## src/rtl/wmfb_pkg.sv

```systemverilog
// Shared types and constants for the WS2812 matrix frame buffer.
// Used by every module of the block; depends on nothing.
package wmfb_pkg;

   localparam int MATRIX_COLS    = 16;
   localparam int MATRIX_ROWS    = 16;
   localparam int NUM_CHANNELS   = 4;
   localparam int BITS_PER_PIXEL = 24;

   localparam int PIXEL_COUNT = MATRIX_COLS * MATRIX_ROWS;
   localparam int PIX_PER_CH  = (PIXEL_COUNT + NUM_CHANNELS - 1) / NUM_CHANNELS;
   localparam int DATA_SLOTS  = PIX_PER_CH * BITS_PER_PIXEL;
   localparam int ADDR_W      = (PIXEL_COUNT > 1) ? $clog2(PIXEL_COUNT) : 1;
   localparam int PIX_W       = $clog2(NUM_CHANNELS * PIX_PER_CH + 256) + 1;

   localparam int REQ_TDATA_W = 56;
   localparam int RSP_TDATA_W = 16;

   localparam logic [3:0] ALL_BUSY  = 4'((1 << NUM_CHANNELS) - 1);
   localparam logic [2:0] CMP_NONE  = 3'd0;
   localparam logic [2:0] CMP_ZERO  = 3'd3;
   localparam logic [2:0] CMP_ONE   = 3'd6;

   typedef enum logic [2:0] {
      CMD_SET_PIXEL    = 3'd0,
      CMD_CLEAR        = 3'd1,
      CMD_TICK         = 3'd2,
      CMD_CHANNEL_DONE = 3'd3,
      CMD_READ_ENTRY   = 3'd4
   } cmd_type;

   typedef enum logic [1:0] {
      RD_NONE  = 2'd0,
      RD_BLACK = 2'd1,
      RD_DATA  = 2'd2
   } rd_kind_type;

   typedef enum logic [1:0] {
      BYTE_GREEN = 2'd0,
      BYTE_RED   = 2'd1,
      BYTE_BLUE  = 2'd2
   } byte_sel_type;

   typedef struct packed {
      cmd_type     command;
      logic [7:0]  column;
      logic [7:0]  row_index;
      logic [7:0]  red;
      logic [7:0]  green;
      logic [7:0]  blue;
      logic [1:0]  out_channel;
      logic [10:0] slot_index;
   } req_item_type;

   typedef struct packed {
      logic              wr_en;
      logic [ADDR_W-1:0] wr_addr;
      logic [23:0]       wr_data;
      logic              clr_all;
      logic [ADDR_W-1:0] rd_addr;
   } store_req_type;

   typedef struct packed {
      logic [23:0] data;
      logic        vld;
   } store_rd_type;

   typedef struct packed {
      rd_kind_type  kind;
      byte_sel_type byte_sel;
      logic [2:0]   bit_pos;
      logic         start;
      logic [3:0]   busy;
      logic         request;
   } meta_type;

endpackage

```

## src/rtl/wmfb_out.sv

```systemverilog
// Compare-value select and result register with stall handling.
// Depends on wmfb_pkg; takes decode from wmfb_ctrl and data from wmfb_store.
module wmfb_out (
   input  logic                             clock,
   input  logic                             reset,
   input  wmfb_pkg::meta_type               meta,
   input  logic                             meta_valid,
   input  wmfb_pkg::store_rd_type           store_rd,
   output logic                             adv2,
   output logic                             rsp_tvalid,
   input  logic                             rsp_tready,
   output logic [wmfb_pkg::RSP_TDATA_W-1:0] rsp_tdata
);
   import wmfb_pkg::*;

   logic                   v2_ff, v2_in;
   meta_type               meta2_ff, meta2_in;
   logic                   v3_ff, v3_in;
   logic [RSP_TDATA_W-1:0] res_ff, res_in;

   logic        adv3;
   logic [23:0] color;
   logic [7:0]  byte_val;
   logic [2:0]  cmp;

   assign adv3 = !v3_ff || rsp_tready;
   assign adv2 = !v2_ff || adv3;

   always_comb begin
      color = store_rd.vld ? store_rd.data : 24'b0;
      unique case (meta2_ff.byte_sel)
         BYTE_GREEN: byte_val = color[15:8];
         BYTE_RED:   byte_val = color[23:16];
         default:    byte_val = color[7:0];
      endcase
      unique case (meta2_ff.kind)
         RD_BLACK: cmp = CMP_ZERO;
         RD_DATA:  cmp = byte_val[meta2_ff.bit_pos] ? CMP_ONE : CMP_ZERO;
         default:  cmp = CMP_NONE;
      endcase
   end

   always_comb begin
      v2_in    = v2_ff;
      meta2_in = meta2_ff;
      if (adv2) begin
         v2_in    = meta_valid;
         meta2_in = meta;
      end
      v3_in  = v3_ff;
      res_in = res_ff;
      if (adv3) begin
         v3_in  = v2_ff;
         res_in = {7'b0, meta2_ff.request, meta2_ff.busy, meta2_ff.start, cmp};
      end
   end

   always_ff @(posedge clock) begin
      if (reset) begin
         v2_ff <= 1'b0;
         v3_ff <= 1'b0;
      end else begin
         v2_ff <= v2_in;
         v3_ff <= v3_in;
      end
   end

   always_ff @(posedge clock) begin
      meta2_ff <= meta2_in;
      res_ff   <= res_in;
   end

   assign rsp_tvalid = v3_ff;
   assign rsp_tdata  = res_ff;

endmodule

```

## config.mk

```make
export PLATFORM = sky130hd
export DESIGN_NAME = wmfb_out
export DESIGN_NICKNAME = d
export VERILOG_FILES = /design/src/rtl/wmfb_pkg.sv /design/src/rtl/wmfb_out.sv
export SDC_FILE = /design/constraint.sdc
export NUM_CORES = 1
export LEC_CHECK = 0
export BUFFER_PORTS_ARGS = -buffer_cell sky130_fd_sc_hd__buf_2
export CORE_MARGIN = 1.5
export CORE_UTILIZATION = 46
export DETAILED_ROUTE_END_ITERATION = 7
export GPL_TIMING_DRIVEN = 0
export PLACE_DENSITY_LB_ADDON = 0.1
export SYNTH_ARGS = -nofsm -noshare
export SYNTH_HDL_FRONTEND = slang
export SYNTH_SLANG_ARGS = --single-unit
```

## constraint.sdc

```tcl
create_clock -name clock -period 4.37 [get_ports clock]
set_input_delay 0.2185 -clock clock [delete_from_list [all_inputs] [get_ports clock]]
set_output_delay 0.2185 -clock clock [all_outputs]
set_load 0.02 [all_outputs]
```

# == Word level (Yosys, flattened, before mapping) ==
# Index checks and enable logic that the tools add are counted.
# op_classes
reduce_logical,5
multipliers,0
n_eq_ne,3
shift,0
add_sub_neg,0
n_mux,6
bitwise,0
order_cmp,1
n_div,0
# op_table
operator,count
24-bit two-way mux,1
8-bit one-hot mux with 2 select lines,1
3-bit one-hot mux with 2 select lines,1
2-bit by 1-bit equality test with 1-bit output (second input constant),2
3-bit by 4-bit less-than comparator with 1-bit output (second input constant),1
1-bit binary-select mux with 3-bit select,1
3-bit two-way mux,1
2-bit equality test (second input constant),1
1-bit zero test,2
2-bit zero test,1
1-bit logical OR,2
1-bit two-way mux,1
# word_totals
n_memories,0
latchBits,0
ramBits,0
elab_cells,24
out_inout_bits,18
reg_bits,24
rom_bits,0

# == Longest topological paths before layout ==
# Gate-level depths: netlist of the first run.
# logic_depth
depth_word,6
mapped_depth,6
depth_no_buf,5

# == Worst setup path before layout of the first run ==
# OpenSTA, ideal clock, no wires.
# synth_path
path_type,reg2reg
from,register meta2_ff[10] in the netlist's numbering
to,"register res_ff[0] (netlist: rsp_tdata[0]), data pin"
t_arrival_ps,1274
stages_incl_launch_ff,6
path_slack_ps,2839
path_cell_list,edfxtp_1 > nor3b_2 > a221o_1 > a211o_1 > nand4_1 > o2bb2ai_1
# synth_via
elab_chain_cells,6
# synth_rtl
item,line_no,rtl
from (decl),wmfb_out.sv:17,"meta_type meta2_ff, meta2_in;"
from (signal assigned),wmfb_out.sv:69,meta2_ff <= meta2_in;
2-bit by 1-bit equality test with 1-bit output or 2-bit zero test (tied branches),wmfb_out.sv:31,unique case (meta2_ff.byte_sel)
8-bit one-hot mux with 2 select lines (*),wmfb_out.sv:31,
1-bit binary-select mux with 3-bit select (*),wmfb_out.sv:38,RD_DATA: cmp = byte_val[meta2_ff.bit_pos] ? CMP_ONE : CMP_ZERO;
1-bit two-way mux (implied by the code) (*),wmfb_out.sv:38,
3-bit two-way mux (*),wmfb_out.sv:38,
3-bit one-hot mux with 2 select lines (*),wmfb_out.sv:36,unique case (meta2_ff.kind)
via cmp[0],wmfb_out.sv:24,logic [2:0] cmp;
to (signal assigned),wmfb_out.sv:70,res_ff <= res_in;
to (decl),wmfb_out.sv:19,"logic [RSP_TDATA_W-1:0] res_ff, res_in;"
# Mark *: on every way through the listed nets, which the timed path passes. The rest lies on a longest branch. The select of a mux whose other input is x is not followed.
# A chain may end at the register's enable or synchronous reset.

# == Final worst setup path of the first run ==
# layout_path
from,register v3_ff (netlist: rsp_tvalid)
to,output adv2
# layout_via
elab_chain_cells,3
# layout_rtl
item,line_no,rtl
from (decl),wmfb_out.sv:18,"logic v3_ff, v3_in;"
from (signal assigned),wmfb_out.sv:64,v3_ff <= v3_in;
1-bit zero test,wmfb_out.sv:26,assign adv3 = !v3_ff || rsp_tready;
1-bit logical OR,wmfb_out.sv:26,
1-bit logical OR,wmfb_out.sv:27,assign adv2 = !v2_ff || adv3;
to (decl),wmfb_out.sv:9,"output logic adv2,"
# No other way between the ends.

==> results of run 1 <==
## stage by stage
step	utilization (%)	cell area, µm²
2_1_floorplan	-	1120
3_3_place_gp	63.3	1410
3_5_place_dp	63.3	1410
4_1_cts	65.7	1470
5_1_grt	65.7	1470
6_report	65.7	1470
## worst max-delay path: cells and delay by family, from the launching register on
family / cells / cell delay (ps)
and+or+nand+nor: 2 / 620
buffers and inverters: 1 / 300
DFF: 1 / 350
## logic make-up (layout without fill, tap and decap cells)
family	count (synthesis)	in the layout	synth area share, %
other	1	7	0.342
muxes	11	11	10.2
adders and majority gates	2	2	2.28
buffers and inverters	14	70	7.53
DFF	24	24	63.9
AOI/OAI and AO/OA	11	11	7.76
and+or+nand+nor	17	17	7.99
## placed cells by master (no fill, tap or decap)
cell type and count:
a221o_1 1, nor2_1 4, conb_1 7, mux2_2 1, edfxtp_1 22, buf_4 8, dfxtp_1 2, o211ai_1 1
nand2b_1 1, bufinv_16 1, nand2_1 7, inv_1 6, nor2b_1 1, a21oi_1 1, a211o_1 1, nor3b_2 1
o2bb2ai_1 1, a211oi_1 3, nand4_1 1, clkbuf_4 3, and2b_1 2, mux2i_1 10, buf_2 52, a22oi_1 3
ha_1 2
## flip-flops by register name (all words and copies together), names as in the netlist
register	flops
rsp_tvalid	1
v2_ff	1
rsp_tdata	9
meta2_ff	13
## layer usage
layer  global-route usage [%]  routed length [µm]
met4                     9.21                  59
met3                     2.87                 135
met5                        0                   0
met1                     17.0                 671
met2                     27.4                 983
## final cells by class
class | count | area [µm²]
clock inverters | 1 | 30.0
multi-input cells | 48 | 335
inverters | 6 | 22.5
plain buffers | 8 | 60.1
well taps | 28 | 35.0
clock buffers | 3 | 22.5
repair buffers | 52 | 260
flip-flops and latches | 24 | 701
fillers | 186 | 767
## worst paths after layout
| check | to | depth (start not counted) | slack (ps) | from |
|---|---|---|---|---|
| worst max-delay path | adv2 | 3 | 2580 | rsp_tvalid |
| worst min-delay path | rsp_tvalid | 2 | 70 | reset |
| worst max register to register | rsp_tdata[0] | 5 | 2720 | meta2_ff[10] |
| worst min register to register | rsp_tdata[7] | 0 | 430 | meta2_ff[4] |
## report_power, final
part | internal, mW | leakage, nW | total (mW) | switching [mW]
Combinational | 0.0347 | 0.433 | 0.0716 | 0.0369
Clock | 0.0927 | 0.0279 | 0.153 | 0.0602
Sequential | 0.266 | 0.250 | 0.273 | 0.00625
Total | 0.394 | 0.712 | 0.497 | 0.103
==> results_dict.tcl, run 1 <==
set metrics [dict create \
    cp-end-kind "primary output" \
    seq_area_frac_synth_pct 63.9 \
    synth_common_cells "edfxtp_1 (22), mux2i_1 (10), buf_4 (8)" \
    area_growth_pct 33.8 \
    drive_gt1_share_pct 46.5 \
    holdBufCountCts 0 \
    slowest_stage "nand2_1" \
    dp_slack_ps 2720 \
    row_count 17 \
    antenna_found_initial 0 \
    ys.flop_type "edfxtp_1" \
    wire_per_inst_um 10.9 \
    dp.cells 166 \
    grt_max_degree 15 \
    start_util_pct 49.1 \
    skew_ps 1.64 \
    crit_required_ps 4150 \
    core_um2 2230 \
    drtAntennaViolNets 0 \
    htree_num_levels 1 \
    slew_headroom_pct 63.9 \
    whs_ps 65.2 \
    hpwl_mm 1.55 \
    cts_setup_buffers 0 \
    worstPathCellList "nor2b_1 > nand2_1 > buf_2" \
    yosysMostFrequentCell "edfxtp_1" \
    ys_top_cells_by_area "edfxtp_1 (60%), mux2i_1 (9.1%), buf_4 (5.5%)" \
    leakagePower_nw 0.712 \
    grt.total_usage_pct 15.4 \
    grt_first_pass_wirelength_mm 2.93 \
    portBuffers 52 \
    dieArea_um2 2680 \
    cts_tree "built" \
    synth.avg_cell_area_um2 13.7 \
    clk_pin_slew_ps 120 \
    drcViolationCount 0 \
    wl_mm 1.85 \
    cts_resized 0 \
    rsz0062_at_grt "false" \
    via_per_inst 4.76 \
    slew_violations 0 \
    grt_overflow 0 \
    synth_top_area_share_pct 60.3 \
    async_flop_share_pct 0 \
    start_kind "flip-flop" \
    root_buffer "clkbuf_4" \
    fin_crit_sh_pct 40.9 \
    cp_slowest_stage_delay_ps 380 \
    fmax_mhz 559 \
    synth_cell_types 22 \
    synthesis.area_um2 1100 \
    vdd_drop_max_mv 0.325 \
    max_slew.worst_pin.slew_ps 540 \
    die_h_um 51.8 \
    setup_viol 0 \
    period_needed_ps 1790 \
    cts_buffers 3 \
    ys_seq_elements 24 \
    cts.sinks 24 \
    diodes 0 \
    place.gp.congestion 0.727 \
    firstDrtPassIters 4 \
    outcome "finished clean" \
    finalPower_mw 0.497 \
    ctsLongestPathBuffers 2 \
    layout.nets 187 \
    final.setup.tns_ps 0 \
    grt_pass1_vias 723 \
    postLayoutSetupSlackWorst_ps 2580 \
    arrival_ps 1570 \
    hold_viol_final 0 \
    power.density_nw_per_um2 339 \
    vias 809 \
    crit_type "flip-flop to primary output" \
    crit_fanout 14 \
    yosys.area.top_type "edfxtp_1" \
    fin_cells 170 \
    drtIter0Drc 5 \
    hold_class "primary input to flip-flop" \
    maxCapViolCount 0 \
    yosys_warnings 0 \
    clkLatencyLatePin_ps 300 \
    ioPinCount 60 \
    syn_inst 80 \
    die_w_um 51.8 \
    synth_edf_count 22 \
]
No activity file was read; power rests on OpenSTA's default activity.
==> run 2, diff against run 1 <==
- CORE_UTILIZATION: 46 -> 39
- clock period: 4.37 -> 1.6 ns (I/O delays scaled with it)
==> run 2 against run 1 <==
Effect of this change: final cell count grew 12%; critical endpoint is now rsp_tdata[0]; largest power group unchanged; setup slack worse by 2600 ps; clock-buffer cell count unchanged; critical path type is now flip-flop to flip-flop.
==> results_dict.tcl, run 2 (synthesis results as in run 1) <==
set metrics [dict create \
    start_util_pct 40.4 \
    die_w_um 56.0 \
    grt_first_pass_wirelength_mm 3.34 \
    start_kind "flip-flop" \
    outcome "finished clean" \
    rr_worst_depth 5 \
    slew_violations 0 \
    wire_per_inst_um 10.8 \
    layout.nets 205 \
    portBuffers 52 \
    clkLatencyLatePin_ps 300 \
    maxCapViolCount 0 \
    antenna_found_initial 0 \
    mostFrequentLayoutCell "buf_2" \
    drive_gt1_share_pct 43.8 \
    reg2reg_from "meta2_ff[9]" \
    nFillCells 234 \
    drtAntennaViolNets 0 \
    skew_ps 4.62 \
    ioPinCount 60 \
    cts_buffers 3 \
    crit_type "flip-flop to flip-flop" \
    fmax_mhz 632 \
    worstSetupStartpoint "meta2_ff[9]" \
    drcViolationCount 0 \
    root_buffer "clkbuf_4" \
    dieArea_um2 3140 \
    period_needed_ps 1580 \
    leakagePower_nw 0.802 \
    rr_endpoint "rsp_tdata[0]" \
    firstDrtPassIters 4 \
    cp-end-kind "flip-flop" \
    ctsLongestPathBuffers 2 \
    row_count 19 \
    rrSetupSlack_ps 20 \
    largest_register "meta2_ff" \
    grt.total_usage_pct 13.9 \
    multiInputGateArea_um2 343 \
    final_core_util_pct 60.9 \
    diodes 0 \
    place.gp.congestion 0.675 \
    drtIter0Drc 24 \
    rsz0062_at_grt "true" \
    arrival_ps 1660 \
    hold_viol_final 0 \
    area_growth_pct 50.6 \
    crit_required_ps 1670 \
    hold_class "primary input to flip-flop" \
    cts_tree "built" \
    vias 857 \
    finalPower_mw 1.40 \
    clk_pin_slew_ps 120 \
    vdd_drop_max_mv 0.688 \
    final_cell_mix "buf_2 (52), edfxtp_1 (22), dlygate4sd3_1 (15)" \
    wl_mm 2.06 \
    hpwl_mm 1.50 \
    grt_max_degree 15 \
    die_h_um 56.0 \
    grt_pass1_vias 876 \
    register_area_um2 701 \
    via_per_inst 4.49 \
    largest_reg_flops 13 \
    fin_crit_sh_pct 98.9 \
    core_um2 2710 \
    crit_end "rsp_tdata[0]" \
    power.density_nw_per_um2 846 \
    cts.sinks 24 \
    grt_overflow 0 \
    setup_viol 0 \
    htree_num_levels 1 \
    crit_fanout 3 \
]
==> run 2: changes by cell type in the layout (fill, tap and decap cells not counted) <==
cell,before,now
buf_4,8,11
dlygate4sd3_1,0,15
nand2_1,7,6
nand2_4,0,1
==> run 2: final cells by class <==
cell class,count,area share [%]
sequential,24,42.5
timing repair buffer,70,26.2
multi-input combinational,48,20.8
buffer,8,3.64
tap,31,2.35
clock inverter,1,1.82
clock buffer,3,1.36
inverter,6,1.36
==> run 2: worst min path at each step <==
stage	from	end	slack, ps	cells past startpoint
6_report	rsp_tready	rsp_tvalid	110	4
5_1_grt	rsp_tready	rsp_tvalid	140	4
4_1_cts	rsp_tready	rsp_tvalid	70	4
3_5_place_dp	reset	v2_ff	260	2
3_3_place_gp	reset	v2_ff	250	2
2_1_floorplan	reset	rsp_tvalid	150	1
==> run 2: worst max-delay path: stages, from the launching register on <==
cell       delay [ps]
edfxtp_1          480
mux2i_1           150
a221o_1           300
a211o_1           270
nand4_1            90
o2bb2ai_1          60
==> run 2: where the power goes <==
part           total (mW)  switching, mW  leakage, nW  internal (mW)
sequential          0.743         0.0159        0.250          0.727
clock               0.421          0.168       0.0279          0.253
combinational       0.233          0.108        0.524          0.124
==> run 2: routing by layer <==
layer  track usage (%)  vias to the layer above  wire length [µm]
li1                  -                      440                 -
met4              5.10                        0                15
met2              27.7                       31              1150
met3              2.79                        2               115
met1              13.6                      384               777
met5                 0                        -                 0
==> run 2: timing repair <==
item                                    CTS  global route
pin swaps                                 1             0
buffers inserted                          2             1
hold buffers                             15             0
hold endpoints to repair                 15             0
gates cloned                              0             0
gates resized for setup                   1             1
endpoints found under the setup margin    2             3
==> run 2: stage by stage <==
| step | area, µm² | std cells | TNS, ps | setup WS, ps | hold slack, ps |
|---|---|---|---|---|---|
| global placement | 1420 | 169 | -42.6 | -42.6 | 251 |
| detailed placement | 1420 | 169 | -35.0 | -35.0 | 257 |
| finish | 1650 | 191 | 0 | 17.1 | 108 |
| global route | 1650 | 191 | -73.6 | -48.5 | 141 |
| floorplan | 1120 | 86 | 0 | 69.5 | 152 |
| CTS | 1640 | 190 | 0 | 23.3 | 70.1 |
==> run 3, diff against run 2 <==
- CORE_UTILIZATION: 39 -> 41
- CTS_BUF_LIST: not set -> sky130_fd_sc_hd__clkbuf_8
- SKIP_CTS_REPAIR_TIMING: not set -> 1
==> run 3 against run 2 <==
Effect of this change: sequential power hardly changed; flip-flop and latch count did not move; core utilization rose by 4.5 points; power shrank 2.8%; clock-buffer cell count rose by 1; critical path type unchanged; largest power group unchanged; critical endpoint unchanged; non-clock buffer count shrank 2; highest routed layer unchanged; global-route usage fell by 1.5 points; clock skew decreased by 1.7 ps; via count is 2.3% lower; sequential share of layout area increased by 0.42 points; critical path depth unchanged; hold slack got worse by 82 ps.
==> results_dict.tcl, run 3 (synthesis results as in run 1) <==
set metrics [dict create \
    outcome "finished clean" \
    wl_mm 1.88 \
    rr_worst_depth 5 \
    die_h_um 54.7 \
    die_w_um 54.7 \
    drtAntennaViolNets 0 \
    p_comb_share_pct 16.8 \
    drcViolationCount 0 \
    drtIter0Drc 9 \
    htree_num_levels 1 \
    arrival_ps 1590 \
    whs_ps 26.1 \
    power_frac_seq_pct 54.8 \
    crit_fanout 3 \
    area_growth_pct 49.1 \
    fin_crit_sh_pct 98.2 \
    crit_type "flip-flop to flip-flop" \
    clk_pin_slew_ps 80 \
    power.density_nw_per_um2 831 \
    nFillCells 193 \
    firstDrtPassIters 3 \
    maxCapViolCount 0 \
    start_kind "flip-flop" \
    layout.nets 203 \
    via_per_inst 4.45 \
    diodes 0 \
    slew_violations 0 \
    ctsLongestPathBuffers 2 \
    hold_path_depth 3 \
    switching_power_mw 0.290 \
    setup_viol 0 \
    fmax_mhz 636 \
    start_util_pct 43.8 \
    cp-end-kind "flip-flop" \
    largest_register "meta2_ff" \
    cts_tree "built" \
    grt_overflow 0 \
    largest_reg_flops 13 \
    grt_pass1_vias 675 \
    cts.sinks 24 \
    place_area_um2 1420 \
    swShare_pct 21.3 \
    root_buffer "clkbuf_8" \
    vdd_drop_max_mv 0.833 \
    hpwl_mm 1.41 \
    ioPinCount 60 \
    p_int_mw 1.07 \
    clkLatencyLatePin_ps 250 \
    skew_ps 2.95 \
    p_clk_share_pct 28.4 \
    grt.total_usage_pct 12.4 \
    grt_max_degree 15 \
    antenna_found_initial 0 \
    crit_required_ps 1610 \
    dieArea_um2 2990 \
    leakagePower_nw 0.782 \
    period_needed_ps 1570 \
    final_cell_mix "buf_2 (52), edfxtp_1 (22), dlygate4sd3_1 (14)" \
    hold_class "primary input to flip-flop" \
    grt_first_pass_wirelength_mm 2.57 \
    core_um2 2500 \
    hold_viol_final 0 \
    rsz0062_at_grt "true" \
    cts_buffers 3 \
    drive_gt1_share_pct 44.3 \
    portBuffers 52 \
    mostFrequentLayoutCell "buf_2" \
    wire_per_inst_um 10.0 \
    row_count 18 \
    vias 837 \
    place.gp.congestion 0.734 \
    final.setup.tns_ps 0 \
    fin_area_um2 1630 \
]
run 3: routing by layer:
metal | GRT usage [%] | routed length, µm | vias up
met1 | 12.6 | 749 | 370
li1 | - | - | 433
met5 | 0 | 0 | -
met4 | 7.08 | 9 | 0
met3 | 3.55 | 127 | 2
met2 | 22.2 | 996 | 32
run 3: layout make-up:
| type | instances | area (µm²) | share of cell area, % |
|---|---|---|---|
| Tap cell | 30 | 37.5 | 2.30 |
| Inverter | 6 | 22.5 | 1.38 |
| Sequential cell | 24 | 701 | 42.9 |
| Multi-Input combinational cell | 48 | 339 | 20.8 |
| Buffer | 8 | 63.8 | 3.91 |
| Timing Repair Buffer | 68 | 415 | 25.4 |
| Clock buffer | 4 | 55.1 | 3.37 |
run 3: worst paths after layout:
path / from / end / slack [ps]
setup / recovery: meta2_ff[9] / rsp_tdata[0] / 30
hold / removal: meta_valid / v2_ff / 30
setup reg to reg: meta2_ff[9] / rsp_tdata[0] / 30
hold reg to reg: meta2_ff[0] / rsp_tdata[8] / 420
run 3: critical path: stages (launching register included):
cell,delay (ps)
edfxtp_1,450
mux2i_1,150
a221o_1,290
a211o_1,270
nand4_1,100
o2bb2ai_1,70
run 3: power groups by stage:
stage | clock network, mW | registers [mW] | logic [mW]
3_5_place_dp | 0 | 0.760 | 0.195
2_1_floorplan | 0 | 0.784 | 0.0907
3_3_place_gp | 0 | 0.756 | 0.191
6_report | 0.386 | 0.744 | 0.228
5_1_grt | 0.432 | 0.748 | 0.253
4_1_cts | 0.400 | 0.745 | 0.196
run 3: through the flow:
stage / std cells / util (%) / power (mW) / worst slack, ps
floorplan: 86 / - / 0.874 / 69.5
global placement: 168 / 56.7 / 0.947 / -38.6
detailed placement: 168 / 56.7 / 0.955 / -38.4
CTS: 172 / 58.9 / 1.34 / -53.5
global route: 188 / 65.4 / 1.43 / -69.2
finish: 188 / 65.4 / 1.36 / 28.8
