File: config.mk
export PLATFORM = sky130hd
export DESIGN_NAME = wmfb_ctrl
export DESIGN_NICKNAME = d
export VERILOG_FILES = /design/src/rtl/wmfb_pkg.sv /design/src/rtl/wmfb_ctrl.sv
export SDC_FILE = /design/constraint.sdc
export NUM_CORES = 1
export LEC_CHECK = 0
export ABC_AREA = 1
export ABC_CLOCK_PERIOD_IN_PS = 14000
export BUFFER_PORTS_ARGS = -buffer_cell sky130_fd_sc_hd__buf_2
export CORE_MARGIN = 4
export CORE_UTILIZATION = 55
export CTS_CLUSTER_SIZE = 12
export DETAILED_ROUTE_END_ITERATION = 7
export GPL_ROUTABILITY_DRIVEN = 0
export GPL_TIMING_DRIVEN = 1
export PLACE_DENSITY = 0.92
export SLEW_MARGIN = 30
export SYNTH_ARGS = -nofsm -noshare
export SYNTH_HDL_FRONTEND = slang
export SYNTH_SLANG_ARGS = --single-unit
File: constraint.sdc
create_clock -name clock -period 14 [get_ports clock]
set_input_delay 2.1 -clock clock [delete_from_list [all_inputs] [get_ports clock]]
set_output_delay 2.1 -clock clock [all_outputs]
set_load 0.02 [all_outputs]
File: src/rtl/wmfb_pkg.sv
// Shared types and constants for the WS2812 matrix frame buffer.
// Used by every module of the block; depends on nothing.
package wmfb_pkg;

   localparam int MATRIX_COLS    = 16;
   localparam int MATRIX_ROWS    = 16;
   localparam int NUM_CHANNELS   = 4;
   localparam int BITS_PER_PIXEL = 24;

   localparam int PIXEL_COUNT = MATRIX_COLS * MATRIX_ROWS;
   localparam int PIX_PER_CH  = (PIXEL_COUNT + NUM_CHANNELS - 1) / NUM_CHANNELS;
   localparam int DATA_SLOTS  = PIX_PER_CH * BITS_PER_PIXEL;
   localparam int ADDR_W      = (PIXEL_COUNT > 1) ? $clog2(PIXEL_COUNT) : 1;
   localparam int PIX_W       = $clog2(NUM_CHANNELS * PIX_PER_CH + 256) + 1;

   localparam int REQ_TDATA_W = 56;
   localparam int RSP_TDATA_W = 16;

   localparam logic [3:0] ALL_BUSY  = 4'((1 << NUM_CHANNELS) - 1);
   localparam logic [2:0] CMP_NONE  = 3'd0;
   localparam logic [2:0] CMP_ZERO  = 3'd3;
   localparam logic [2:0] CMP_ONE   = 3'd6;

   typedef enum logic [2:0] {
      CMD_SET_PIXEL    = 3'd0,
      CMD_CLEAR        = 3'd1,
      CMD_TICK         = 3'd2,
      CMD_CHANNEL_DONE = 3'd3,
      CMD_READ_ENTRY   = 3'd4
   } cmd_type;

   typedef enum logic [1:0] {
      RD_NONE  = 2'd0,
      RD_BLACK = 2'd1,
      RD_DATA  = 2'd2
   } rd_kind_type;

   typedef enum logic [1:0] {
      BYTE_GREEN = 2'd0,
      BYTE_RED   = 2'd1,
      BYTE_BLUE  = 2'd2
   } byte_sel_type;

   typedef struct packed {
      cmd_type     command;
      logic [7:0]  column;
      logic [7:0]  row_index;
      logic [7:0]  red;
      logic [7:0]  green;
      logic [7:0]  blue;
      logic [1:0]  out_channel;
      logic [10:0] slot_index;
   } req_item_type;

   typedef struct packed {
      logic              wr_en;
      logic [ADDR_W-1:0] wr_addr;
      logic [23:0]       wr_data;
      logic              clr_all;
      logic [ADDR_W-1:0] rd_addr;
   } store_req_type;

   typedef struct packed {
      logic [23:0] data;
      logic        vld;
   } store_rd_type;

   typedef struct packed {
      rd_kind_type  kind;
      byte_sel_type byte_sel;
      logic [2:0]   bit_pos;
      logic         start;
      logic [3:0]   busy;
      logic         request;
   } meta_type;

endpackage

File: src/rtl/wmfb_ctrl.sv
// Input register, command decode and flag/busy state of the frame buffer.
// Depends on wmfb_pkg; feeds wmfb_store and wmfb_out.
module wmfb_ctrl (
   input  logic                             clock,
   input  logic                             reset,
   input  logic                             req_tvalid,
   output logic                             req_tready,
   input  logic [wmfb_pkg::REQ_TDATA_W-1:0] req_tdata,
   input  logic                             adv2,
   output wmfb_pkg::store_req_type          store_req,
   output wmfb_pkg::meta_type               meta,
   output logic                             meta_valid
);
   import wmfb_pkg::*;

   logic         v1_ff, v1_in;
   req_item_type item_ff, item_in;
   logic         req_flag_ff, req_flag_in;
   logic [3:0]   mask_ff, mask_in;

   logic              fire;
   logic              in_range;
   logic [7:0]        col_eff;
   logic [15:0]       idx_wide;
   logic [7:0]        slot_hi;
   logic [15:0]       q_prod;
   logic [7:0]        q;
   logic [1:0]        r3;
   logic [PIX_W-1:0]  pix;

   assign req_tready = !v1_ff || adv2;
   assign fire       = v1_ff && adv2;
   assign meta_valid = v1_ff;

   always_comb begin
      item_in             = item_ff;
      v1_in               = v1_ff;
      if (req_tready) begin
         v1_in               = req_tvalid;
         item_in.command     = cmd_type'(req_tdata[2:0]);
         item_in.column      = req_tdata[10:3];
         item_in.row_index   = req_tdata[18:11];
         item_in.red         = req_tdata[26:19];
         item_in.green       = req_tdata[34:27];
         item_in.blue        = req_tdata[42:35];
         item_in.out_channel = req_tdata[44:43];
         item_in.slot_index  = req_tdata[55:45];
      end
   end

   always_comb begin
      in_range = (item_ff.column < MATRIX_COLS) && (item_ff.row_index < MATRIX_ROWS);
      col_eff  = item_ff.row_index[0] ? 8'(MATRIX_COLS - 1) - item_ff.column
                                      : item_ff.column;
      idx_wide = {8'b0, col_eff} + 16'(item_ff.row_index * MATRIX_COLS);

      slot_hi = item_ff.slot_index[10:3];
      q_prod  = 16'(slot_hi) * 16'd171;
      q       = 8'(q_prod >> 9);
      r3      = 2'(slot_hi - 8'(q * 8'd3));
      pix     = PIX_W'(item_ff.out_channel) * PIX_W'(PIX_PER_CH) + PIX_W'(q);
   end

   always_comb begin
      store_req.wr_en   = 1'b0;
      store_req.wr_addr = idx_wide[ADDR_W-1:0];
      store_req.wr_data = {item_ff.red, item_ff.green, item_ff.blue};
      store_req.clr_all = 1'b0;
      store_req.rd_addr = pix[ADDR_W-1:0];
      req_flag_in       = req_flag_ff;
      mask_in           = mask_ff;
      meta.start        = 1'b0;
      meta.kind         = RD_NONE;
      unique case (r3)
         2'd0:    meta.byte_sel = BYTE_GREEN;
         2'd1:    meta.byte_sel = BYTE_RED;
         default: meta.byte_sel = BYTE_BLUE;
      endcase
      meta.bit_pos = 3'd7 - item_ff.slot_index[2:0];
      if (fire) begin
         unique case (item_ff.command)
            CMD_SET_PIXEL: begin
               if (in_range) begin
                  store_req.wr_en = 1'b1;
                  req_flag_in     = 1'b1;
               end
            end
            CMD_CLEAR: begin
               store_req.clr_all = 1'b1;
               req_flag_in       = 1'b1;
            end
            CMD_TICK: begin
               if (req_flag_ff && (mask_ff == 4'b0)) begin
                  req_flag_in = 1'b0;
                  mask_in     = ALL_BUSY;
                  meta.start  = 1'b1;
               end
            end
            CMD_CHANNEL_DONE: begin
               if (int'(item_ff.out_channel) < NUM_CHANNELS) begin
                  mask_in = mask_ff ^ (4'b1 << item_ff.out_channel);
               end
            end
            CMD_READ_ENTRY: begin
               priority if ((int'(item_ff.out_channel) >= NUM_CHANNELS) ||
                            (int'(item_ff.slot_index) >= DATA_SLOTS)) begin
                  meta.kind = RD_NONE;
               end else if (int'(pix) >= PIXEL_COUNT) begin
                  meta.kind = RD_BLACK;
               end else begin
                  meta.kind = RD_DATA;
               end
            end
            default: begin
            end
         endcase
      end
      meta.busy    = mask_in;
      meta.request = req_flag_in;
   end

   always_ff @(posedge clock) begin
      if (reset) begin
         v1_ff       <= 1'b0;
         req_flag_ff <= 1'b1;
         mask_ff     <= 4'b0;
      end else begin
         v1_ff       <= v1_in;
         req_flag_ff <= req_flag_in;
         mask_ff     <= mask_in;
      end
   end

   always_ff @(posedge clock) begin
      item_ff <= item_in;
   end

endmodule

== Word-level counts from Yosys, hierarchy flattened ==
Index checks and enable logic that the tools add are counted.
Storage, ports and cells
  logic and storage cells: 58
  output and inout port bits: 57
  bits in registers: 62
Operators by class
  add/subtract/negate cells: 5
  shift-type cells: 1
  reductions and logical operators: 8
  $lt $le $gt $ge: 4
  bitwise gates (word level): 1
  equal/unequal tests: 5
  multiplexer cells: 21
  multiply operators: 2
Operator list (count)
  < comparator 8 x 5 -> 1 bit (second input constant): 2
  multiplier 8 x 8 -> 16 bit (second input constant): 1
  greater-or-equal comparator 11 bit (second input constant): 1
  two-way mux 1 bit: 11
  adder 8 x 7 -> 9 bit: 1
  greater-or-equal comparator 9 bit (second input constant): 1
  adder 8 bit: 1
  two-way mux 2 bit: 4
  two-way mux 4 bit: 2
  two-way mux 8 bit: 1
  case mux 4 bit (2 select lines): 1
  subtractor 4 x 8 -> 8 bit (first input constant): 1
  multiplier 7 x 2 -> 2 bit (second input constant): 1
  equality test 3 x 2 -> 1 bit (second input constant): 2
  logical NOT 4 bit: 1
  case mux 2 bit (2 select lines): 1
  << shifter 1 x 2 -> 4 bit (first input constant): 1
  XOR 4 bit: 1
  equality test 3 x 1 -> 1 bit (second input constant): 1
  equality test 3 bit (second input constant): 1
  logical AND 1 bit: 3
  logical NOT 3 bit: 1
  case mux 1 bit (3 select lines): 1
  subtractor 3 bit (first input constant): 1
  other kinds (5): 5

== Depth between registers and ports, before layout ==
Gate-level depths: netlist (run 1).
  word-level depth: 7
  depth in mapped cells: 24
  depth with buffers taken out: 24

== Worst setup path after synthesis (run 1) ==
No wires, ideal clock.
  kind: flip-flop to output port
  start point: reg item_ff[4] (netlist name)
  end point: out meta[9] (netlist name)
  arrival time: 4.598 ns
  buffers on the path: 0
  required time: 11.900 ns
  path slack: 7.302 ns
  stages on the path, launching flop included: 21
  cell sequence: edfxtp_1 > ha_1 > fa_1 > fa_1 > fa_1 > ha_1 > nand2_1 > inv_1 > a21oi_2 > nand2_2 > nand2_1 > nand2_1 > ha_1 > inv_1 > ha_1 > nor2_1 > xor2_1 > inv_1 > nand3_1 > nand3_2 > a21oi_2
RTL lines
  start: declaration: line wmfb_ctrl.sv:17  | req_item_type item_ff, item_in;
  start signal: assignment: line wmfb_ctrl.sv:135  | item_ff <= item_in;
  end: declaration: line wmfb_ctrl.sv:11  | output wmfb_pkg::meta_type meta,

==> impl_metrics.py, run 1 <==
metrics = {
    "floorplanning": {
        "start_util_pct": 57.3,
        "die_w_um": 92.8,
        "die_h_um": 92.8,
        "ios": 117,
        "die-area_um2": 8610,
        "core_um2": 6910,
        "row_count": 30,
    },
    "cells_and_area": {
        "area_growth_pct": 17.3,
        "final_nets": 587,
        "regArea_um2": 1800,
        "drive_gt1_share_pct": 31.9,
        "fill_cells": 528,
        "fin_util_pct": 67.2,
        "multiInputGateArea_um2": 1670,
        "stdcell_area_um2": 4640,
    },
    "logic_synthesis": {
        "synthesis.area_um2": 3960,
        "synth_area_leaders": "edfxtp_1 (43%), ha_1 (16%), inv_1 (6.5%)",
        "ys_top_cells_by_count": "inv_1 (68), edfxtp_1 (56), ha_1 (50), nand2_1 (50), buf_4 (29)",
        "synth_cell_types": 35,
        "synth_edf_count": 56,
        "synthArstFlopShare_pct": 0,
        "syn_inst": 367,
        "ys_warn_count": 0,
        "synth_seq_cells": 62,
        "synth_area_per_cell_um2": 10.8,
        "ys_seq_area_share_pct": 45.6,
        "syn_nets": 489,
        "yosys.cell_count.top_type": "inv_1",
        "yosysTopAreaCell": "edfxtp_1",
        "netlist.area_leader.share_pct": 42.5,
        "synthFlopType": "edfxtp_1",
    },
    "clocking": {
        "path_clk_slew_ns": 0.07,
        "cts_sinks": 62,
        "post_cts_buffers": 0,
        "cts_max_path_buffers": 2,
        "clk_latency_ns": 0.33,
        "cts-buffers-inserted": 9,
        "cts_repair_resize_count": 0,
        "cts_root_buf": "clkbuf_8",
        "tritoncts": "done",
        "hold_buffers": 0,
        "ctsHtreeMaxLevel": 3,
    },
    "pwr": {
        "p_leak_nw": 2.43,
        "power.total_mw": 0.744,
        "power_density_nw_per_um2": 160,
        "ir_drop_uv": 92.6,
    },
    "route": {
        "drt-pass1-iter-count": 4,
        "wl_um": 8590,
        "vias_per_cell": 4.96,
        "wl_per_cell_um": 15.1,
        "ant_nets": 0,
        "drt_iter0_markers": 162,
        "vias": 2815,
        "drc": 0,
    },
    "run": {
        "maxCapViolCount": 0,
    },
    "place": {
        "port_buffers": 116,
        "placed_area_um2": 4440,
        "hpwl_um": 6880,
    },
    "worst_setup_path": {
        "crit_slowest_cell": "fa_1",
        "cp-start-kind": "register",
        "cp.required_ns": 11.90,
        "critPathBufInv": 5,
        "worstPathMaxFanout": 7,
        "cpMostUsedCell": "nand2_1",
        "crit_path_end_kind": "output port",
        "critPathKind": "reg2out",
        "max_stage_delay_ns": 0.55,
        "cp_top_family": "adder cells",
        "path_cells": "ha_1 -> fa_1 -> fa_1 -> fa_1 -> ha_1 -> nand2_1 -> inv_1 -> a21oi_2 -> nand2_2 -> nand2_1 -> nand2_1 -> ha_1 -> inv_1 -> ha_1 -> nor2_1 -> xor2_1 -> inv_1 -> nand3_1 -> nand2_1 -> nand2_1 -> nand2_1 -> inv_1 -> buf_2",
        "crit_arrival_ns": 5.09,
    },
    "timing": {
        "fin_skew_ns": 0.00909,
        "grt_setup_unrepaired": "no",
        "fin_crit_sh_pct": 51.4,
        "setup_tns_ns": 0,
        "drv_slew": 0,
        "finalHoldViolations": 0,
        "setup_violations": 0,
        "slew_headroom_pct": 53.7,
        "final.min_clock_period_ns": 7.19,
        "worst_pin_slew_ns": 0.694,
        "fmax_mhz": 139,
    },
    "global_routing": {
        "antenna_found_initial": 2,
        "gr-usage-met1_pct": 20.4,
        "grt_pass1_vias": 2997,
        "grt_max_degree": 58,
        "grt-busiest-layer": "met2",
        "track_usage_pct": 20.5,
        "use_met2_pct": 37.1,
        "grt_pass1_wl_um": 13600,
        "grt_use_met3_pct": 7.80,
        "grt.overflow.total": 0,
    },
    "worst_hold_path": {
        "hold_class": "reg2reg",
    },
    "run_status": {
        "status": "finished, final reports clean",
    },
}
[state kept, by name, indices dropped and copies added (netlist names)]
signal	cells
item_ff	32
store_req	24
mask_ff	4
meta_valid	1
req_flag_ff	1
[where the power goes]
part	internal (mW)	total (mW)	switching, mW
registers	0.215	0.224	0.00819
logic	0.136	0.368	0.232
clock network	0.0869	0.153	0.0656
[area by class of cell]
cell class | count | area share, %
Clock buffer | 12 | 3.13
Sequential cell | 62 | 38.8
Antenna cell | 1 | 0.0539
Inverter | 70 | 5.66
Timing Repair Buffer | 117 | 12.7
Multi-Input combinational cell | 205 | 36.0
Tap cell | 96 | 2.59
Clock inverter | 4 | 1.05
[cells by family (layout without fill, tap and decap cells)]
| logic type | after synthesis | count (layout) | synth area share, % |
|---|---|---|---|
| fa+ha+maj | 62 | 62 | 21.9 |
| xor+xnor | 16 | 16 | 3.54 |
| other cells | 0 | 1 | 0 |
| compound gates | 33 | 33 | 5.25 |
| simple gates | 94 | 94 | 11.5 |
| flops | 62 | 62 | 45.6 |
| buf+inv | 100 | 203 | 12.3 |
[layout by cell type, fill, tap and decap left out, types with 7 or more instances in the layout]
cell type,count
buf_2,116
inv_1,68
edfxtp_1,56
ha_1,50
nand2_1,49
xor2_1,14
fa_1,12
nor2_1,11
a21oi_1,11
clkbuf_8,10
nand3_1,9
nand2_2,7
[per-stage QoR]
stage,worst slack [ns],hold slack (ns),std cells
2_1_floorplan,7.30,0.537,367
3_3_place_gp,7.29,0.559,550
3_5_place_dp,7.13,0.606,550
4_1_cts,6.76,0.621,566
5_1_grt,6.50,0.644,567
6_report,6.81,0.621,567
[tightest hold or removal path, delay by kind of cell, from the launching register on]
kind | cells | cell delay, ns
AOI/OAI and AO/OA | 1 | 0.10
DFF | 1 | 0.39
and+or+nand+nor | 1 | 0.09
[final timing paths]
| kind | cells past startpoint | slack, ns | endpoint | startpoint |
|---|---|---|---|---|
| min | 2 | 0.62 | req_flag_ff | req_flag_ff |
| max reg2reg | 8 | 12.48 | req_flag_ff | item_ff[50] |
| max | 23 | 6.81 | meta[10] | item_ff[4] |
| min reg2reg | 2 | 0.62 | req_flag_ff | req_flag_ff |
[routing by layer]
| metal | vias to the layer above | part of all wire (%) |
|---|---|---|
| met2 | 103 | 52 |
| met3 | 18 | 8.7 |
| li1 | 1383 | - |
| met5 | - | 0.093 |
| met1 | 1309 | 37 |
| met4 | 2 | 2.8 |
(Power assumes the default switching activity.)
==> run 2: changes to the inputs <==
ABC_AREA = 0   (was 1)
ABC_CLOCK_PERIOD_IN_PS = 7000   (was 14000)
CORE_UTILIZATION = 52   (was 55)
PLACE_DENSITY = 0.89   (was 0.92)
clock period = 7 ns   (was 14 ns; I/O delays follow)
==> impl_metrics.py, run 2 <==
metrics = {
    "global_routing": {
        "grt_pass1_vias": 2805,
        "grt.overflow.total": 0,
        "antenna_found_initial": 0,
        "grt_pass1_wl_um": 12700,
        "grt_max_degree": 58,
        "track_usage_pct": 18.4,
    },
    "clocking": {
        "hold_buffers": 0,
        "cts_root_buf": "clkbuf_8",
        "post_cts_buffers": 0,
        "path_clk_slew_ns": 0.07,
        "cts_repair_resize_count": 0,
        "clk_latency_ns": 0.32,
        "tritoncts": "done",
        "ctsHtreeMaxLevel": 3,
        "cts_sinks": 62,
        "cts_max_path_buffers": 2,
        "cts-buffers-inserted": 9,
    },
    "logic_synthesis": {
        "synth_edf_count": 56,
        "synth_cell_types": 46,
        "syn_nets": 445,
        "synthFlopType": "edfxtp_1",
        "yosys.cell_count.top_type": "edfxtp_1",
        "synth_seq_cells": 62,
        "yosysTopAreaCell": "edfxtp_1",
        "ys_seq_area_share_pct": 46.5,
        "syn_inst": 323,
        "synthesis.area_um2": 3870,
        "synthArstFlopShare_pct": 0,
        "netlist.area_leader.share_pct": 43.4,
        "ys_top_cells_by_count": "edfxtp_1 (56), ha_1 (50), inv_1 (41)",
        "synth_area_leaders": "edfxtp_1 (43%), ha_1 (16%), fa_1 (6.2%)",
        "ys_warn_count": 0,
        "synth_area_per_cell_um2": 12.0,
    },
    "worst_hold_path": {
        "holdPathEnd": "mask_ff[2]",
        "min_from": "req_flag_ff",
        "hold_depth": 2,
        "hold_class": "reg2reg",
    },
    "timing": {
        "fmax_mhz": 165,
        "fin_skew_ns": 0.00632,
        "slew_headroom_pct": 54.1,
        "finalHoldViolations": 0,
        "final.min_clock_period_ns": 6.04,
        "worst_pin_slew_ns": 0.689,
        "setup_violations": 0,
        "drv_slew": 0,
        "grt_setup_unrepaired": "no",
        "fin_crit_sh_pct": 86.3,
        "setup_tns_ns": 0,
    },
    "route": {
        "drt-pass1-iter-count": 4,
        "ant_nets": 0,
        "vias_per_cell": 5.15,
        "drc": 0,
        "drt_iter0_markers": 75,
        "wl_per_cell_um": 14.5,
        "wl_um": 7620,
        "vias": 2703,
    },
    "cells_and_area": {
        "layout.cells.most_common": "buf_2",
        "area_growth_pct": 19.0,
        "fin_util_pct": 63.5,
        "diodes": 0,
        "regMostFlops": "item_ff",
        "fill_cells": 538,
        "final_cell_mix": "buf_2 (116), edfxtp_1 (56), ha_1 (50)",
        "drive_gt1_share_pct": 32.6,
        "final_nets": 543,
        "stdcell_area_um2": 4610,
        "largest_reg_flops": 32,
    },
    "pwr": {
        "power.total_mw": 1.60,
        "comb_power_share_pct": 48.5,
        "pwr-share-clk_pct": 23.6,
        "power.internal_mw": 0.987,
        "ir_drop_uv": 252,
        "net-switching-power_mw": 0.612,
        "p_leak_nw": 2.23,
        "seqPwrFrac_pct": 27.9,
        "power_density_nw_per_um2": 347,
        "sw_frac_of_total_pct": 38.2,
    },
    "run_status": {
        "status": "finished, final reports clean",
    },
    "floorplanning": {
        "ios": 117,
        "die_w_um": 94.3,
        "die_h_um": 94.3,
        "core_um2": 7250,
        "die-area_um2": 8890,
        "start_util_pct": 53.4,
        "row_count": 31,
    },
    "worst_setup_path": {
        "ff2ff_setup_slack_ns": 5.33,
        "max_stage_delay_ns": 0.54,
        "path_cells": "ha_1 -> fa_1 -> fa_1 -> fa_1 -> ha_1 -> a21oi_1 -> o21a_1 -> o21ai_0 -> a311oi_1 -> xor2_1 -> ha_1 -> ha_1 -> nor4bb_1 -> buf_2",
        "rr_worst_depth": 5,
        "crit_path_end_kind": "output port",
        "r2r-start": "item_ff[53]",
        "cp.required_ns": 5.95,
        "critPathKind": "reg2out",
        "cp_top_family": "adder cells",
        "crit_arrival_ns": 4.99,
        "worstPathMaxFanout": 7,
        "cpMostUsedCell": "ha_1",
        "cp-start-kind": "register",
        "critPathBufInv": 1,
        "r2r_end": "req_flag_ff",
        "crit_slowest_cell": "fa_1",
    },
    "place": {
        "placed_area_um2": 4360,
        "port_buffers": 116,
        "hpwl_um": 6090,
    },
    "run": {
        "maxCapViolCount": 0,
    },
}
==> run 2: stage by stage <==
step,instances,hold WS [ns],setup slack (ns)
2_1_floorplan,323,0.465,1.29
3_3_place_gp,509,0.487,1.47
3_5_place_dp,509,0.506,1.35
4_1_cts,525,0.516,0.989
5_1_grt,525,0.548,0.712
6_report,525,0.520,0.956
==> run 2: area by class of cell <==
cell class	instances	area, um2	share of cell area, %
Multi-Input combinational cell	190	1700	36.8
Clock inverter	7	120	2.61
Tap cell	99	124	2.69
Clock buffer	9	124	2.69
Timing Repair Buffer	117	588	12.8
Inverter	41	154	3.34
Sequential cell	62	1800	39.1
==> run 2: how the worst max path moves through the flow <==
stage	end	cells past startpoint	slack, ns	startpoint
finish	meta[12]	14	0.96	item_ff[4]
global route	meta[9]	17	0.71	item_ff[4]
CTS	meta[9]	17	0.99	item_ff[4]
detailed placement	meta[9]	17	1.35	item_ff[4]
global placement	meta[12]	14	1.47	item_ff[4]
floorplan	meta[9]	15	1.29	item_ff[4]
==> run 2: per-layer routing <==
layer	vias to the layer above	wire length, um	global-route usage, %
met3	12	745	7.53
met5	-	0	0
met4	0	141	6.38
met2	107	3880	32.2
li1	1304	-	-
met1	1280	2860	20.2
==> run 2: cell families after synthesis <==
family | after synthesis | share of synthesized area, %
flops | 62 | 46.5
mux | 2 | 0.517
compound gates | 45 | 7.40
buf+inv | 71 | 9.70
fa+ha+maj | 62 | 22.4
simple gates | 61 | 8.95
xor+xnor | 20 | 4.52
==> run 2: power groups by stage <==
stage / combinational (mW) / sequential, mW / clock, mW
floorplan: 0.594 / 0.451 / 0
global placement: 0.751 / 0.454 / 0
detailed placement: 0.778 / 0.455 / 0
CTS: 0.783 / 0.447 / 0.384
global route: 0.869 / 0.450 / 0.403
finish: 0.775 / 0.447 / 0.377
==> run 2: worst min-delay path, stage by stage, from the launching register on <==
cell and delay (ns):
dfxtp_1 0.33, nand2_1 0.08, a21oi_1 0.06
==> run 3: changes to the inputs <==
CORE_ASPECT_RATIO = 0.7   (was unset)
CORE_UTILIZATION = 54   (was 52)
CTS_BUF_LIST = sky130_fd_sc_hd__clkbuf_4   (was unset)
PLACE_DENSITY = 0.91   (was 0.89)
==> impl_metrics.py, run 3 (same netlist as run 2, synthesis figures left out) <==
metrics = {
    "route": {
        "ant_nets": 0,
        "drt_iter0_markers": 118,
        "drc": 0,
        "drt-pass1-iter-count": 4,
        "vias": 2667,
        "wl_um": 8020,
        "wl_per_cell_um": 15.4,
        "vias_per_cell": 5.13,
    },
    "floorplanning": {
        "core_um2": 6850,
        "ios": 117,
        "die-area_um2": 8610,
        "die_h_um": 78.8,
        "die_w_um": 109,
        "row_count": 25,
        "start_util_pct": 56.5,
    },
    "pwr": {
        "power_density_nw_per_um2": 333,
        "ir_drop_uv": 275,
        "sw_frac_of_total_pct": 40.4,
        "pwr-share-clk_pct": 18.0,
        "net-switching-power_mw": 0.606,
        "seqPwrFrac_pct": 29.8,
        "p_leak_nw": 2.19,
        "power.internal_mw": 0.894,
        "power.total_mw": 1.50,
        "comb_power_share_pct": 52.2,
    },
    "worst_hold_path": {
        "hold_class": "reg2reg",
    },
    "timing": {
        "worst_pin_slew_ns": 0.742,
        "fin_skew_ns": 0.00912,
        "fmax_mhz": 162,
        "drv_slew": 0,
        "finalHoldViolations": 0,
        "final.min_clock_period_ns": 6.19,
        "setup_tns_ns": 0,
        "setup_violations": 0,
        "grt_setup_unrepaired": "no",
        "fin_crit_sh_pct": 88.4,
        "slew_headroom_pct": 50.5,
        "layout_setup_ws_ns": 0.815,
    },
    "cells_and_area": {
        "layout.cells.most_common": "buf_2",
        "final_cell_mix": "buf_2 (116), edfxtp_1 (56), ha_1 (50)",
        "stdcell_area_um2": 4510,
        "fin_cells": 520,
        "fill_cells": 528,
        "multiInputGateArea_um2": 1700,
        "diodes": 0,
        "largest_reg_flops": 32,
        "regMostFlops": "item_ff",
        "regArea_um2": 1800,
        "drive_gt1_share_pct": 32.2,
        "area_growth_pct": 16.5,
        "final_nets": 543,
    },
    "worst_setup_path": {
        "crit_path_end_kind": "output port",
        "cpMostUsedCell": "ha_1",
        "path_cells": "ha_1 -> fa_1 -> fa_1 -> fa_1 -> ha_1 -> a21oi_1 -> o21ai_0 -> a21oi_1 -> xnor2_1 -> ha_1 -> inv_1 -> ha_1 -> nor2_1 -> xnor2_1 -> nand2b_1 -> mux2i_1 -> buf_2",
        "critPathKind": "reg2out",
        "cp-start-kind": "register",
        "max_stage_delay_ns": 0.54,
        "worstPathMaxFanout": 7,
        "cp_top_family": "adder cells",
        "critPathBufInv": 2,
        "crit_arrival_ns": 5.14,
        "crit_slowest_cell": "edfxtp_1",
        "cp.required_ns": 5.95,
    },
    "clocking": {
        "clk_latency_ns": 0.41,
        "path_clk_slew_ns": 0.10,
        "tritoncts": "done",
        "cts_sinks": 62,
        "cts_max_path_buffers": 2,
        "cts_repair_resize_count": 0,
        "hold_buffers": 0,
        "ctsHtreeMaxLevel": 3,
        "post_cts_buffers": 0,
        "cts-buffers-inserted": 9,
        "cts_root_buf": "clkbuf_4",
    },
    "run_status": {
        "status": "finished, final reports clean",
    },
    "global_routing": {
        "grt.overflow.total": 0,
        "grt_pass1_wl_um": 12600,
        "antenna_found_initial": 0,
        "track_usage_pct": 19.3,
        "grt_pass1_vias": 2648,
        "grt_max_degree": 58,
    },
    "place": {
        "place_ws_ns": 1.26,
        "hpwl_um": 6400,
        "port_buffers": 116,
        "dp.cells": 504,
        "placed_area_um2": 4360,
    },
    "run": {
        "maxCapViolCount": 0,
    },
}
run 3: routing by layer:
metal	wire (um)	track usage [%]
met1	3400	24.0
met2	4010	32.5
met3	558	5.77
met4	42	5.60
met5	0	0
run 3: through the flow:
step	hold WS [ns]	util (%)
after floorplan	0.465	-
after global placement	0.499	63.6
after detailed placement	0.504	63.6
after CTS	0.518	65.8
after global routing	0.567	65.8
final	0.517	65.8
run 3: cell type report:
cell class | count | share of cell area [%]
Clock buffer | 10 | 1.66
Clock inverter | 6 | 1.69
Inverter | 41 | 3.41
Multi-Input combinational cell | 190 | 37.6
Sequential cell | 62 | 40.0
Tap cell | 94 | 2.61
Timing Repair Buffer | 117 | 13.0
run 3: worst paths after layout:
| kind | cells after the start | from | slack [ns] | to |
|---|---|---|---|---|
| max | 17 | item_ff[4] | 0.81 | meta[9] |
| min | 2 | req_flag_ff | 0.52 | mask_ff[2] |
| max reg2reg | 5 | item_ff[53] | 5.41 | req_flag_ff |
| min reg2reg | 2 | req_flag_ff | 0.52 | mask_ff[2] |
run 3: worst reg2reg max path, stage by stage (launching register included):
cell and delay, ns:
edfxtp_1 0.51, nor4bb_1 0.44, and3_1 0.26, nor2_1 0.05, o22ai_1 0.16, or2_1 0.12
run 3: power groups by stage:
| stage | registers [mW] | logic [mW] | clock network (mW) |
|---|---|---|---|
| 2_1_floorplan | 0.451 | 0.594 | 0 |
| 4_1_cts | 0.448 | 0.788 | 0.279 |
| 6_report | 0.447 | 0.783 | 0.270 |
| 5_1_grt | 0.451 | 0.865 | 0.295 |
| 3_3_place_gp | 0.454 | 0.753 | 0 |
| 3_5_place_dp | 0.456 | 0.783 | 0 |
